$ cat src/cma_pkg.sv
`default_nettype none

package cma_pkg;

   localparam int SAMPLE_W = 16;
   localparam int CSR_W    = 4;
   localparam logic [CSR_W-1:0] HALF_RESET = 4'd5;

   // controller -> datapath
   typedef struct packed {
      logic load;        // shift in the accepted sample
      logic plan;        // set up the output schedule for this sample
      logic start;       // open one output window
      logic acc;         // add one shift-line entry
      logic div_start;   // load the divider
      logic div_step;    // one quotient bit
      logic emit;        // load the result register
   } cmd_type;

   // datapath -> controller
   typedef struct packed {
      logic emit_any;    // this sample produces at least one output
      logic acc_done;    // the entry being added is the last of the window
      logic div_done;    // the current step is the last quotient bit
      logic out_free;    // result register can take a value this cycle
      logic more;        // flush still has positions pending
   } status_type;

endpackage

`default_nettype wire

$ cat src/cma_if.sv
`default_nettype none

interface cma_req_if;
   import cma_pkg::*;

   logic                       valid;
   logic                       ready;
   logic signed [SAMPLE_W-1:0] sample;
   logic                       last_sample;

   modport source (output valid, output sample, output last_sample, input ready);
   modport sink   (input valid, input sample, input last_sample, output ready);
endinterface

interface cma_rsp_if;
   import cma_pkg::*;

   logic                       valid;
   logic                       ready;
   logic signed [SAMPLE_W-1:0] filtered;
   logic                       final_res;

   modport source (output valid, output filtered, output final_res, input ready);
   modport sink   (input valid, input filtered, input final_res, output ready);
endinterface

`default_nettype wire

$ cat src/cma_ctrl.sv
`default_nettype none

module cma_ctrl (
   input  wire                  clock,
   input  wire                  reset,
   input  wire                  req_valid,
   output logic                 req_ready,
   input  cma_pkg::status_type  status,
   output cma_pkg::cmd_type     cmd
);
   import cma_pkg::*;

   typedef enum logic [2:0] {
      IDLE,
      PLAN,
      START,
      ACC,
      DIV_INIT,
      DIV,
      EMIT
   } state_type;

   state_type state_ff;
   state_type state_in;

   always_comb begin
      cmd       = '0;
      state_in  = state_ff;
      req_ready = 1'b0;
      unique case (state_ff)
         IDLE: begin
            req_ready = 1'b1;
            if (req_valid) begin
               cmd.load = 1'b1;
               state_in = PLAN;
            end
         end
         PLAN: begin
            cmd.plan = 1'b1;
            state_in = status.emit_any ? START : IDLE;
         end
         START: begin
            cmd.start = 1'b1;
            state_in  = ACC;
         end
         ACC: begin
            cmd.acc = 1'b1;
            if (status.acc_done) begin
               state_in = DIV_INIT;
            end
         end
         DIV_INIT: begin
            cmd.div_start = 1'b1;
            state_in      = DIV;
         end
         DIV: begin
            cmd.div_step = 1'b1;
            if (status.div_done) begin
               state_in = EMIT;
            end
         end
         EMIT: begin
            if (status.out_free) begin
               cmd.emit = 1'b1;
               state_in = status.more ? START : IDLE;
            end
         end
         default: state_in = IDLE;
      endcase
   end

   always_ff @(posedge clock) begin
      if (reset) begin
         state_ff <= IDLE;
      end else begin
         state_ff <= state_in;
      end
   end

   // no new transfer is taken while an item is still being worked on
   a_ready_only_idle: assert property (@(posedge clock) disable iff (reset)
      req_ready |-> (state_ff == IDLE))
      else $error("ready outside idle");

   a_emit_after_div: assert property (@(posedge clock) disable iff (reset)
      (cmd.div_step && status.div_done) |=> (state_ff == EMIT))
      else $error("division end did not lead to emit");

   a_acc_after_start: assert property (@(posedge clock) disable iff (reset)
      cmd.start |=> cmd.acc)
      else $error("window opened without accumulation");

endmodule

`default_nettype wire

$ cat src/cma_datapath.sv
`default_nettype none

module cma_datapath #(
   parameter int MAX_HALF = 15
) (
   input  wire                                   clock,
   input  wire                                   reset,
   input  cma_pkg::cmd_type                      cmd,
   output cma_pkg::status_type                   status,
   input  wire                                   csr_we,
   input  wire        [cma_pkg::CSR_W-1:0]       csr_wdata,
   input  wire signed [cma_pkg::SAMPLE_W-1:0]    req_sample,
   input  wire                                   req_last,
   input  wire                                   rsp_ready,
   output logic                                  rsp_valid,
   output logic signed [cma_pkg::SAMPLE_W-1:0]   rsp_filtered,
   output logic                                  rsp_final
);
   import cma_pkg::*;

   localparam int DEPTH  = 2 * MAX_HALF + 1;
   localparam int IDX_W  = $clog2(DEPTH);
   localparam int CNT_W  = $clog2(DEPTH + 1);
   localparam int SUM_W  = SAMPLE_W + IDX_W;
   localparam int STEP_W = $clog2(SUM_W);
   localparam int WC_W   = (IDX_W > CSR_W) ? IDX_W : CSR_W;

   // shift line, entry 0 newest
   logic signed [SAMPLE_W-1:0] line_ff [DEPTH];
   logic [CNT_W-1:0]           seen_ff;
   logic [CSR_W-1:0]           half_ff;
   logic                       last_ff;
   logic [IDX_W-1:0]           d_ff;
   logic [IDX_W-1:0]           lim_ff;
   logic [IDX_W-1:0]           k_ff;
   logic signed [SUM_W-1:0]    acc_ff;
   logic [SUM_W-1:0]           quo_ff;
   logic [CNT_W-1:0]           rem_ff;
   logic [CNT_W-1:0]           dvs_ff;
   logic [STEP_W-1:0]          step_ff;
   logic                       neg_ff;
   logic                       rsp_valid_ff;
   logic signed [SAMPLE_W-1:0] rsp_data_ff;
   logic                       rsp_final_ff;

   logic [CNT_W-1:0]           seen_m1;
   logic [IDX_W-1:0]           newest;
   logic [WC_W-1:0]            half_ext;
   logic [WC_W-1:0]            w_cl;
   logic [IDX_W-1:0]           w;
   logic [IDX_W-1:0]           top;
   logic [IDX_W-1:0]           lim_sum;
   logic [IDX_W-1:0]           lim_calc;
   logic [SUM_W-1:0]           acc_mag;
   logic [CNT_W:0]             rem_sh;
   logic [CNT_W:0]             rem_sub;
   logic                       q_bit;
   logic [SAMPLE_W-1:0]        q_mag;
   logic signed [SAMPLE_W-1:0] q_res;
   logic                       is_final;

   always_comb begin
      seen_m1  = seen_ff - CNT_W'(1);
      newest   = seen_m1[IDX_W-1:0];
      half_ext = WC_W'(half_ff);
      w_cl     = (half_ext > WC_W'(MAX_HALF)) ? WC_W'(MAX_HALF) : half_ext;
      w        = w_cl[IDX_W-1:0];
      top      = (w < newest) ? w : newest;
      // in a flush the window ends at entry d+w, otherwise at entry 2w; both are clipped at the newest
      lim_sum  = last_ff ? (d_ff + w) : (w + w);
      lim_calc = (lim_sum > newest) ? newest : lim_sum;

      acc_mag  = acc_ff[SUM_W-1] ? SUM_W'(-acc_ff) : SUM_W'(acc_ff);

      rem_sh   = {rem_ff, quo_ff[SUM_W-1]};
      q_bit    = (rem_sh >= {1'b0, dvs_ff});
      rem_sub  = q_bit ? (rem_sh - {1'b0, dvs_ff}) : rem_sh;

      // magnitude never exceeds 2^15, so the low bits carry it
      q_mag    = quo_ff[SAMPLE_W-1:0];
      q_res    = neg_ff ? -$signed(q_mag) : $signed(q_mag);
      is_final = last_ff && (d_ff == '0);
   end

   always_comb begin
      status.emit_any = last_ff || (newest >= w);
      status.acc_done = (k_ff == lim_ff);
      status.div_done = (step_ff == STEP_W'(SUM_W - 1));
      status.out_free = !rsp_valid_ff || rsp_ready;
      status.more     = last_ff && (d_ff != '0);
   end

   always_ff @(posedge clock) begin
      if (cmd.load) begin
         line_ff[0] <= req_sample;
         for (int i = 1; i < DEPTH; i++) begin
            line_ff[i] <= line_ff[i-1];
         end
      end
   end

   always_ff @(posedge clock) begin
      if (reset) begin
         seen_ff      <= '0;
         half_ff      <= HALF_RESET;
         rsp_valid_ff <= 1'b0;
      end else begin
         if (csr_we) begin
            half_ff <= csr_wdata;
         end
         if (cmd.load && (seen_ff != CNT_W'(DEPTH))) begin
            seen_ff <= seen_ff + CNT_W'(1);
         end else if (cmd.emit && is_final) begin
            seen_ff <= '0;
         end
         if (cmd.emit) begin
            rsp_valid_ff <= 1'b1;
         end else if (rsp_ready) begin
            rsp_valid_ff <= 1'b0;
         end
      end
   end

   always_ff @(posedge clock) begin
      if (cmd.load) begin
         last_ff <= req_last;
      end
      if (cmd.plan) begin
         d_ff <= top;
      end else if (cmd.emit && status.more) begin
         d_ff <= d_ff - IDX_W'(1);
      end
      if (cmd.start) begin
         lim_ff <= lim_calc;
         k_ff   <= '0;
         acc_ff <= '0;
      end else if (cmd.acc) begin
         acc_ff <= acc_ff + {{IDX_W{line_ff[k_ff][SAMPLE_W-1]}}, line_ff[k_ff]};
         k_ff   <= k_ff + IDX_W'(1);
      end
      if (cmd.div_start) begin
         quo_ff  <= acc_mag;
         rem_ff  <= '0;
         dvs_ff  <= CNT_W'(lim_ff) + CNT_W'(1);
         neg_ff  <= acc_ff[SUM_W-1];
         step_ff <= '0;
      end else if (cmd.div_step) begin
         quo_ff  <= {quo_ff[SUM_W-2:0], q_bit};
         rem_ff  <= rem_sub[CNT_W-1:0];
         step_ff <= step_ff + STEP_W'(1);
      end
      if (cmd.emit) begin
         rsp_data_ff  <= q_res;
         rsp_final_ff <= is_final;
      end
   end

   assign rsp_valid    = rsp_valid_ff;
   assign rsp_filtered = rsp_data_ff;
   assign rsp_final    = rsp_final_ff;

   a_seen_bounded: assert property (@(posedge clock) disable iff (reset)
      seen_ff <= CNT_W'(DEPTH))
      else $error("seen count above line depth");

   a_emit_into_free: assert property (@(posedge clock) disable iff (reset)
      cmd.emit |-> status.out_free)
      else $error("result register overwritten");

   a_acc_in_window: assert property (@(posedge clock) disable iff (reset)
      cmd.acc |-> (k_ff <= lim_ff))
      else $error("accumulation ran past the window");

   a_final_clears_stream: assert property (@(posedge clock) disable iff (reset)
      (cmd.emit && is_final) |=> (seen_ff == '0) && rsp_valid_ff && rsp_final_ff)
      else $error("final output did not end the stream");

endmodule

`default_nettype wire

$ cat src/centered_moving_average_top.sv
`default_nettype none
// Each output takes one add per averaged sample (L+1 of them) and a restoring
// divider giving one quotient bit a cycle over W = 16 + clog2(2*MAX_HALF+1) bits
// (21 at the default), and then waits for rsp ready while the result register is
// full. A new sample is accepted only once every output of the previous one is in
// the result register; a flagged sample emits up to window_half+1 outputs.
// Reset (synchronous, active high) clears the stream state, sets window_half to 5.

module centered_moving_average_top #(
   parameter int MAX_HALF = 15
) (
   input  wire                          clock,
   input  wire                          reset,
   cma_req_if.sink                      req_ch,
   cma_rsp_if.source                    rsp_ch,
   input  wire                          csr_we,
   input  wire [cma_pkg::CSR_W-1:0]     csr_wdata
);
   import cma_pkg::*;

   cmd_type    cmd;
   status_type status;

   cma_ctrl u_ctrl (
      .clock     (clock),
      .reset     (reset),
      .req_valid (req_ch.valid),
      .req_ready (req_ch.ready),
      .status    (status),
      .cmd       (cmd)
   );

   cma_datapath #(
      .MAX_HALF (MAX_HALF)
   ) u_datapath (
      .clock        (clock),
      .reset        (reset),
      .cmd          (cmd),
      .status       (status),
      .csr_we       (csr_we),
      .csr_wdata    (csr_wdata),
      .req_sample   (req_ch.sample),
      .req_last     (req_ch.last_sample),
      .rsp_ready    (rsp_ch.ready),
      .rsp_valid    (rsp_ch.valid),
      .rsp_filtered (rsp_ch.filtered),
      .rsp_final    (rsp_ch.final_res)
   );

endmodule

`default_nettype wire

$ cat src/flat_wrapper.sv
// flat-port wrapper written by rule: the top's interface ports become plain ports
module centered_moving_average_top_flat import cma_pkg::*;
#(
   parameter int MAX_HALF = 15
)
  (clock, reset, csr_we, csr_wdata, req_ch_valid, req_ch_sample, req_ch_last_sample, req_ch_ready, rsp_ch_valid, rsp_ch_filtered, rsp_ch_final_res, rsp_ch_ready);
  cma_req_if req_ch_i ();
  cma_rsp_if rsp_ch_i ();
  input  wire clock;
  input  wire reset;
  input  wire csr_we;
  input  wire [cma_pkg::CSR_W-1:0] csr_wdata;
  input wire logic [$bits(req_ch_i.valid)-1:0] req_ch_valid;
  input wire logic [$bits(req_ch_i.sample)-1:0] req_ch_sample;
  input wire logic [$bits(req_ch_i.last_sample)-1:0] req_ch_last_sample;
  output wire logic [$bits(req_ch_i.ready)-1:0] req_ch_ready;
  output wire logic [$bits(rsp_ch_i.valid)-1:0] rsp_ch_valid;
  output wire logic [$bits(rsp_ch_i.filtered)-1:0] rsp_ch_filtered;
  output wire logic [$bits(rsp_ch_i.final_res)-1:0] rsp_ch_final_res;
  input wire logic [$bits(rsp_ch_i.ready)-1:0] rsp_ch_ready;
  assign req_ch_i.valid = req_ch_valid;
  assign req_ch_i.sample = req_ch_sample;
  assign req_ch_i.last_sample = req_ch_last_sample;
  assign req_ch_ready = req_ch_i.ready;
  assign rsp_ch_valid = rsp_ch_i.valid;
  assign rsp_ch_filtered = rsp_ch_i.filtered;
  assign rsp_ch_final_res = rsp_ch_i.final_res;
  assign rsp_ch_i.ready = rsp_ch_ready;
  centered_moving_average_top #(.MAX_HALF(MAX_HALF)) u_core (.clock(clock), .reset(reset), .req_ch(req_ch_i), .rsp_ch(rsp_ch_i), .csr_we(csr_we), .csr_wdata(csr_wdata));
endmodule
$ cat config.mk
export PLATFORM = sky130hd
export DESIGN_NAME = centered_moving_average_top_flat
export DESIGN_NICKNAME = d
export VERILOG_FILES = /design/src/cma_pkg.sv /design/src/cma_if.sv /design/src/cma_ctrl.sv /design/src/cma_datapath.sv /design/src/centered_moving_average_top.sv /design/src/flat_wrapper.sv
export SDC_FILE = /design/constraint.sdc
export NUM_CORES = 1
export LEC_CHECK = 0
export BUFFER_PORTS_ARGS = -buffer_cell sky130_fd_sc_hd__buf_2
export CAP_MARGIN = 20
export CORE_MARGIN = 2
export CORE_UTILIZATION = 60
export CTS_CLUSTER_DIAMETER = 80
export DETAILED_ROUTE_END_ITERATION = 7
export PLACE_DENSITY_LB_ADDON = 0.15
export REMOVE_ABC_BUFFERS = 1
export SLEW_MARGIN = 20
export SYNTH_ARGS = -nofsm -noshare
export SYNTH_HDL_FRONTEND = slang
export SYNTH_SLANG_ARGS = --single-unit
$ cat constraint.sdc
create_clock -name clock -period 14 [get_ports clock]
set_input_delay 0 -clock clock [delete_from_list [all_inputs] [get_ports clock]]
set_output_delay 0 -clock clock [all_outputs]
set_load 0.02 [all_outputs]
==> results.cfg <==
[timing]
worst_slew_pin_slew_ns = 1.09
finalSetupTns_ns = 0
postLayoutSetupSlackWorst_ns = 8.90
max_freq_mhz = 196
hold_violations = 0
final.period_utilization_pct = 36.4
fin_crit_ns = 5.10
fin_worst_skew_ns = 0.0257
setup_repair_after_global_routing_missed_its_margin = false
report.final.slew_viol_count = 0
setup_violations = 0
timing.slew.headroom_pct = 26.5

[power_and_ir_drop]
power.switching_fraction_pct = 29.8
internal_power_uw = 3960
peakVddDrop_mv = 0.160
p_seq_share_pct = 44.9
total_switching_power_uw = 1680
combinationalPowerShare_pct = 27.4
pwr_density_cell_nw_per_um2 = 199
power_leakage_uw = 0.00957
p_clk_share_pct = 27.6

[worst_setup_path]
rr_endpoint = u_core.u_datapath.acc_ff[18]$_SDFFE_PP0P_
critical_path_peak_fanout = 66
setup_slack_reg_to_reg_ns = 8.90
slowest_delay_ns = 0.90
critical-path-slowest-cell = sky130_fd_sc_hd__dfxtp_4
cpLargestDelayFamily = compound AO/OA/AOI/OAI gates
path_buf_inv = 1
timing.critical_path.arrival_ns = 5.58
kind_of_end_point_of_the_critical_path = flop
timing_worst_setup_path_type = flop to flop
worstPathRequired_ns = 14.48
timing.critical_path.cells = buf_4 > mux4_2 > mux4_2 > mux2_2 > fa_1 > a211oi_1 > o211ai_1 > a21oi_1 > o21ai_1 > a221oi_1 > xor2_1 > o21ai_1
startpoint_type = flop
worst_reg2reg_path_length_in_cells = 12

[routing]
drt_iter0_markers = 1071
vias_per_cell = 6.09
detailedRoute.firstPassIterationCount = 5
wl_per_cell_um = 20.0
postRouteAntennaNets = 0
detailroute.via_count = 13000
finalWirelength_um = 42800
drt_drc_violations_left = 0

[die]
initial_standard_cell_utilization_of_the_core_pct = 60.6
num_rows = 75
die_w_um = 209
die_height_um = 209
design.die.area_sq_um = 43900
io_pins = 45
core_area_sq_um = 41800

[placement]
postPlaceCellArea_sq_um = 26100
number_of_buffer_cells_added_on_primary_ports = 44
finalWeightedCongestion = 0.827
place_ws_ns = 8.82
half_perimeter_wire_length_after_detailed_placement_um = 24600

[synth]
number_of_synthesized_flops_with_an_enable_pin = 551
yosysTopAreaCellShare_pct = 65.3
synth.avg_cell_area_sq_um = 17.3
synth.area.top_cells = sky130_fd_sc_hd__edfxtp_1 65%, sky130_fd_sc_hd__mux4_2 12%, sky130_fd_sc_hd__dfxtp_1 4.3%
postSynth.asyncResetShare_pct = 0
ys.warnings.count = 0
synth_sequential_area_ratio_pct = 69.6
synth_flop_cell = sky130_fd_sc_hd__edfxtp_1
synth.most_common_cell = sky130_fd_sc_hd__edfxtp_1
number_of_distinct_library_cells_after_synthesis = 60
syn_area_sq_um = 25300
synthDominantAreaCellType = sky130_fd_sc_hd__edfxtp_1
postSynthCellCount = 1462
synth_commonest_cells = 551 x sky130_fd_sc_hd__edfxtp_1, 140 x sky130_fd_sc_hd__mux4_2, 111 x sky130_fd_sc_hd__nand2_1
synth_seq_cells = 605

[global_routing]
grt_first_pass_wirelength_um = 69200
maximum_number_of_pins_on_one_net_before_global_route_repair = 188
grt_antenna_before_repair = 0
grt_overflow = 0
grt.total_usage_pct = 20.0
number_of_global_route_vias_before_repair = 12700

[min_path]
whs_endpoint = u_core.u_datapath.line_ff[0][6]$_DFFE_PP_
min-delay-path-class = input port to flop
hold_start = req_ch_sample[6]
hold_path_depth = 2

[clock_network]
post_cts_resize_count = 0
htree_levels = 2
numCtsBuffers = 61
worst_setup_hold_path_clk_slew_ns = 0.06
cts.path.max_buffers = 3
clkLatencyLatePin_ns = 0.62
tritoncts = yes
cts_num_sinks = 605
clk_root_buffer_cell = sky130_fd_sc_hd__clkbuf_16

[layout]
antenna_cells = 0
fin_nets = 1626
layout-drive-gt1-share_pct = 19.3
syn2layout_area_growth_pct = 11.9
design_area_sq_um = 28300

[run]
max-cap-violations = 0

[status]
run_status = complete, no violations
cell families after synthesis:
family                     after synthesis  synth area share, %
AOI/OAI and AO/OA                      200                 4.62
xor gates and xnor gates                65                 2.25
adders and majority gates               51                 2.61
buffers and inverters                  101                 1.61
DFF                                    605                 69.6
muxes                                  193                 14.8
and+or+nand+nor                        247                 4.53
power by group through the flow:
stage	Clock (uW)	Sequential (uW)	Combinational, uW
after floorplan	0	2670	1220
after global placement	0	2550	1520
after detailed placement	0	2570	1550
after CTS	1600	2540	1560
after global routing	1670	2570	1720
final	1560	2540	1550
registers in the layout (all words and copies together) (netlist names), named ones only:
name	flops
u_core.u_datapath.rsp_filtered	16
u_core.u_datapath.rsp_valid	1
u_core.u_datapath.step_ff	5
u_core.u_datapath.d_ff	5
u_core.u_datapath.k_ff	5
u_core.u_datapath.last_ff	1
u_core.u_datapath.quo_ff	21
u_core.u_datapath.rem_ff	5
u_core.u_datapath.neg_ff	1
u_core.u_datapath.line_ff	496
u_core.u_ctrl.state_ff	3
u_core.u_datapath.rsp_final	1
u_core.u_datapath.dvs_ff	5
u_core.u_datapath.acc_ff	21
u_core.u_datapath.seen_ff	5
u_core.u_datapath.lim_ff	5
u_core.u_datapath.half_ff	4
layout make-up:
cell class / instances / area, sq um
Multi-Input combinational cell: 756 / 7290
Sequential cell: 605 / 17600
Timing Repair Buffer: 87 / 651
Clock inverter: 27 / 213
Tap cell: 539 / 674
Inverter: 38 / 150
Fill cell: 2718 / 13400
Clock buffer: 87 / 1710
layer usage:
metal | wire (um) | track usage (%) | part of all wire [%]
met5 | 0 | 0 | 0
met4 | 1070 | 7.22 | 2.5
met3 | 1840 | 3.02 | 4.3
met2 | 19700 | 30.0 | 46
met1 | 20300 | 30.5 | 47
worst max-delay path by stage:
stage                                            from                                         to  cells past startpoint
3_5_place_dp                                     flop  u_core.u_datapath.acc_ff[18]$_SDFFE_PP0P_                     12
6_report                                         flop  u_core.u_datapath.acc_ff[18]$_SDFFE_PP0P_                     12
2_1_floorplan  u_core.u_ctrl.state_ff[0]$_SDFFE_PP0P_        u_core.u_datapath.last_ff$_DFFE_PP_                      3
3_3_place_gp                                     flop  u_core.u_datapath.acc_ff[18]$_SDFFE_PP0P_                     12
5_1_grt                                          flop  u_core.u_datapath.acc_ff[18]$_SDFFE_PP0P_                     12
4_1_cts                                          flop  u_core.u_datapath.acc_ff[18]$_SDFFE_PP0P_                     12
per-stage QoR:
| step | hold WS [ns] | cells | util, % | total power (uW) |
|---|---|---|---|---|
| floorplan | 0.0691 | 1399 | - | 3890 |
| global placement | 0.177 | 1992 | 62.4 | 4070 |
| detailed placement | 0.178 | 1992 | 62.4 | 4110 |
| CTS | 0.0486 | 2139 | 67.8 | 5700 |
| global route | 0.0711 | 2139 | 67.8 | 5960 |
| finish | 0.0916 | 2139 | 67.8 | 5650 |
repair_timing:
action                                  CTS  global route
buffers inserted                          0             0
endpoints found under the setup margin    0             0
hold buffers                             33             0
hold endpoints to repair                 30             0
cell usage in the layout, fill, tap and decap left out, types with 4 or more instances in the layout:
| cell | synthesis | routed |
|---|---|---|
| sky130_fd_sc_hd__mux2_2 | 21 | 21 |
| sky130_fd_sc_hd__buf_2 | 13 | 44 |
| sky130_fd_sc_hd__nor2_1 | 39 | 39 |
| sky130_fd_sc_hd__nor4_1 | 6 | 6 |
| sky130_fd_sc_hd__xor2_1 | 31 | 31 |
| sky130_fd_sc_hd__o21ai_1 | 25 | 25 |
| sky130_fd_sc_hd__inv_1 | 36 | 35 |
| sky130_fd_sc_hd__xnor2_1 | 34 | 34 |
| sky130_fd_sc_hd__nand2b_1 | 11 | 11 |
| sky130_fd_sc_hd__clkinv_1 | 0 | 10 |
| sky130_fd_sc_hd__edfxtp_1 | 551 | 551 |
| sky130_fd_sc_hd__ha_1 | 48 | 48 |
| sky130_fd_sc_hd__dlygate4sd3_1 | 0 | 33 |
| sky130_fd_sc_hd__mux2i_1 | 30 | 30 |
| sky130_fd_sc_hd__clkbuf_8 | 0 | 4 |
| sky130_fd_sc_hd__a21oi_1 | 45 | 45 |
| sky130_fd_sc_hd__o21ai_0 | 69 | 69 |
| sky130_fd_sc_hd__clkbuf_16 | 0 | 63 |
| sky130_fd_sc_hd__mux4_2 | 140 | 140 |
| sky130_fd_sc_hd__buf_4 | 1 | 8 |
| sky130_fd_sc_hd__a21o_1 | 11 | 11 |
| sky130_fd_sc_hd__o211ai_1 | 4 | 4 |
| sky130_fd_sc_hd__dfxtp_1 | 54 | 50 |
| sky130_fd_sc_hd__o31ai_1 | 12 | 12 |
| sky130_fd_sc_hd__or4_1 | 4 | 4 |
| sky130_fd_sc_hd__clkbuf_1 | 41 | 20 |
| sky130_fd_sc_hd__o21a_1 | 5 | 5 |
| sky130_fd_sc_hd__nand2_1 | 111 | 111 |
| sky130_fd_sc_hd__nor3_1 | 21 | 21 |
| sky130_fd_sc_hd__nand4_1 | 5 | 5 |
| sky130_fd_sc_hd__a22oi_1 | 4 | 4 |
| sky130_fd_sc_hd__nor2b_1 | 10 | 9 |
| sky130_fd_sc_hd__clkinv_2 | 0 | 10 |
| sky130_fd_sc_hd__nand3_1 | 25 | 25 |
No activity file was read; power rests on OpenSTA's default activity.
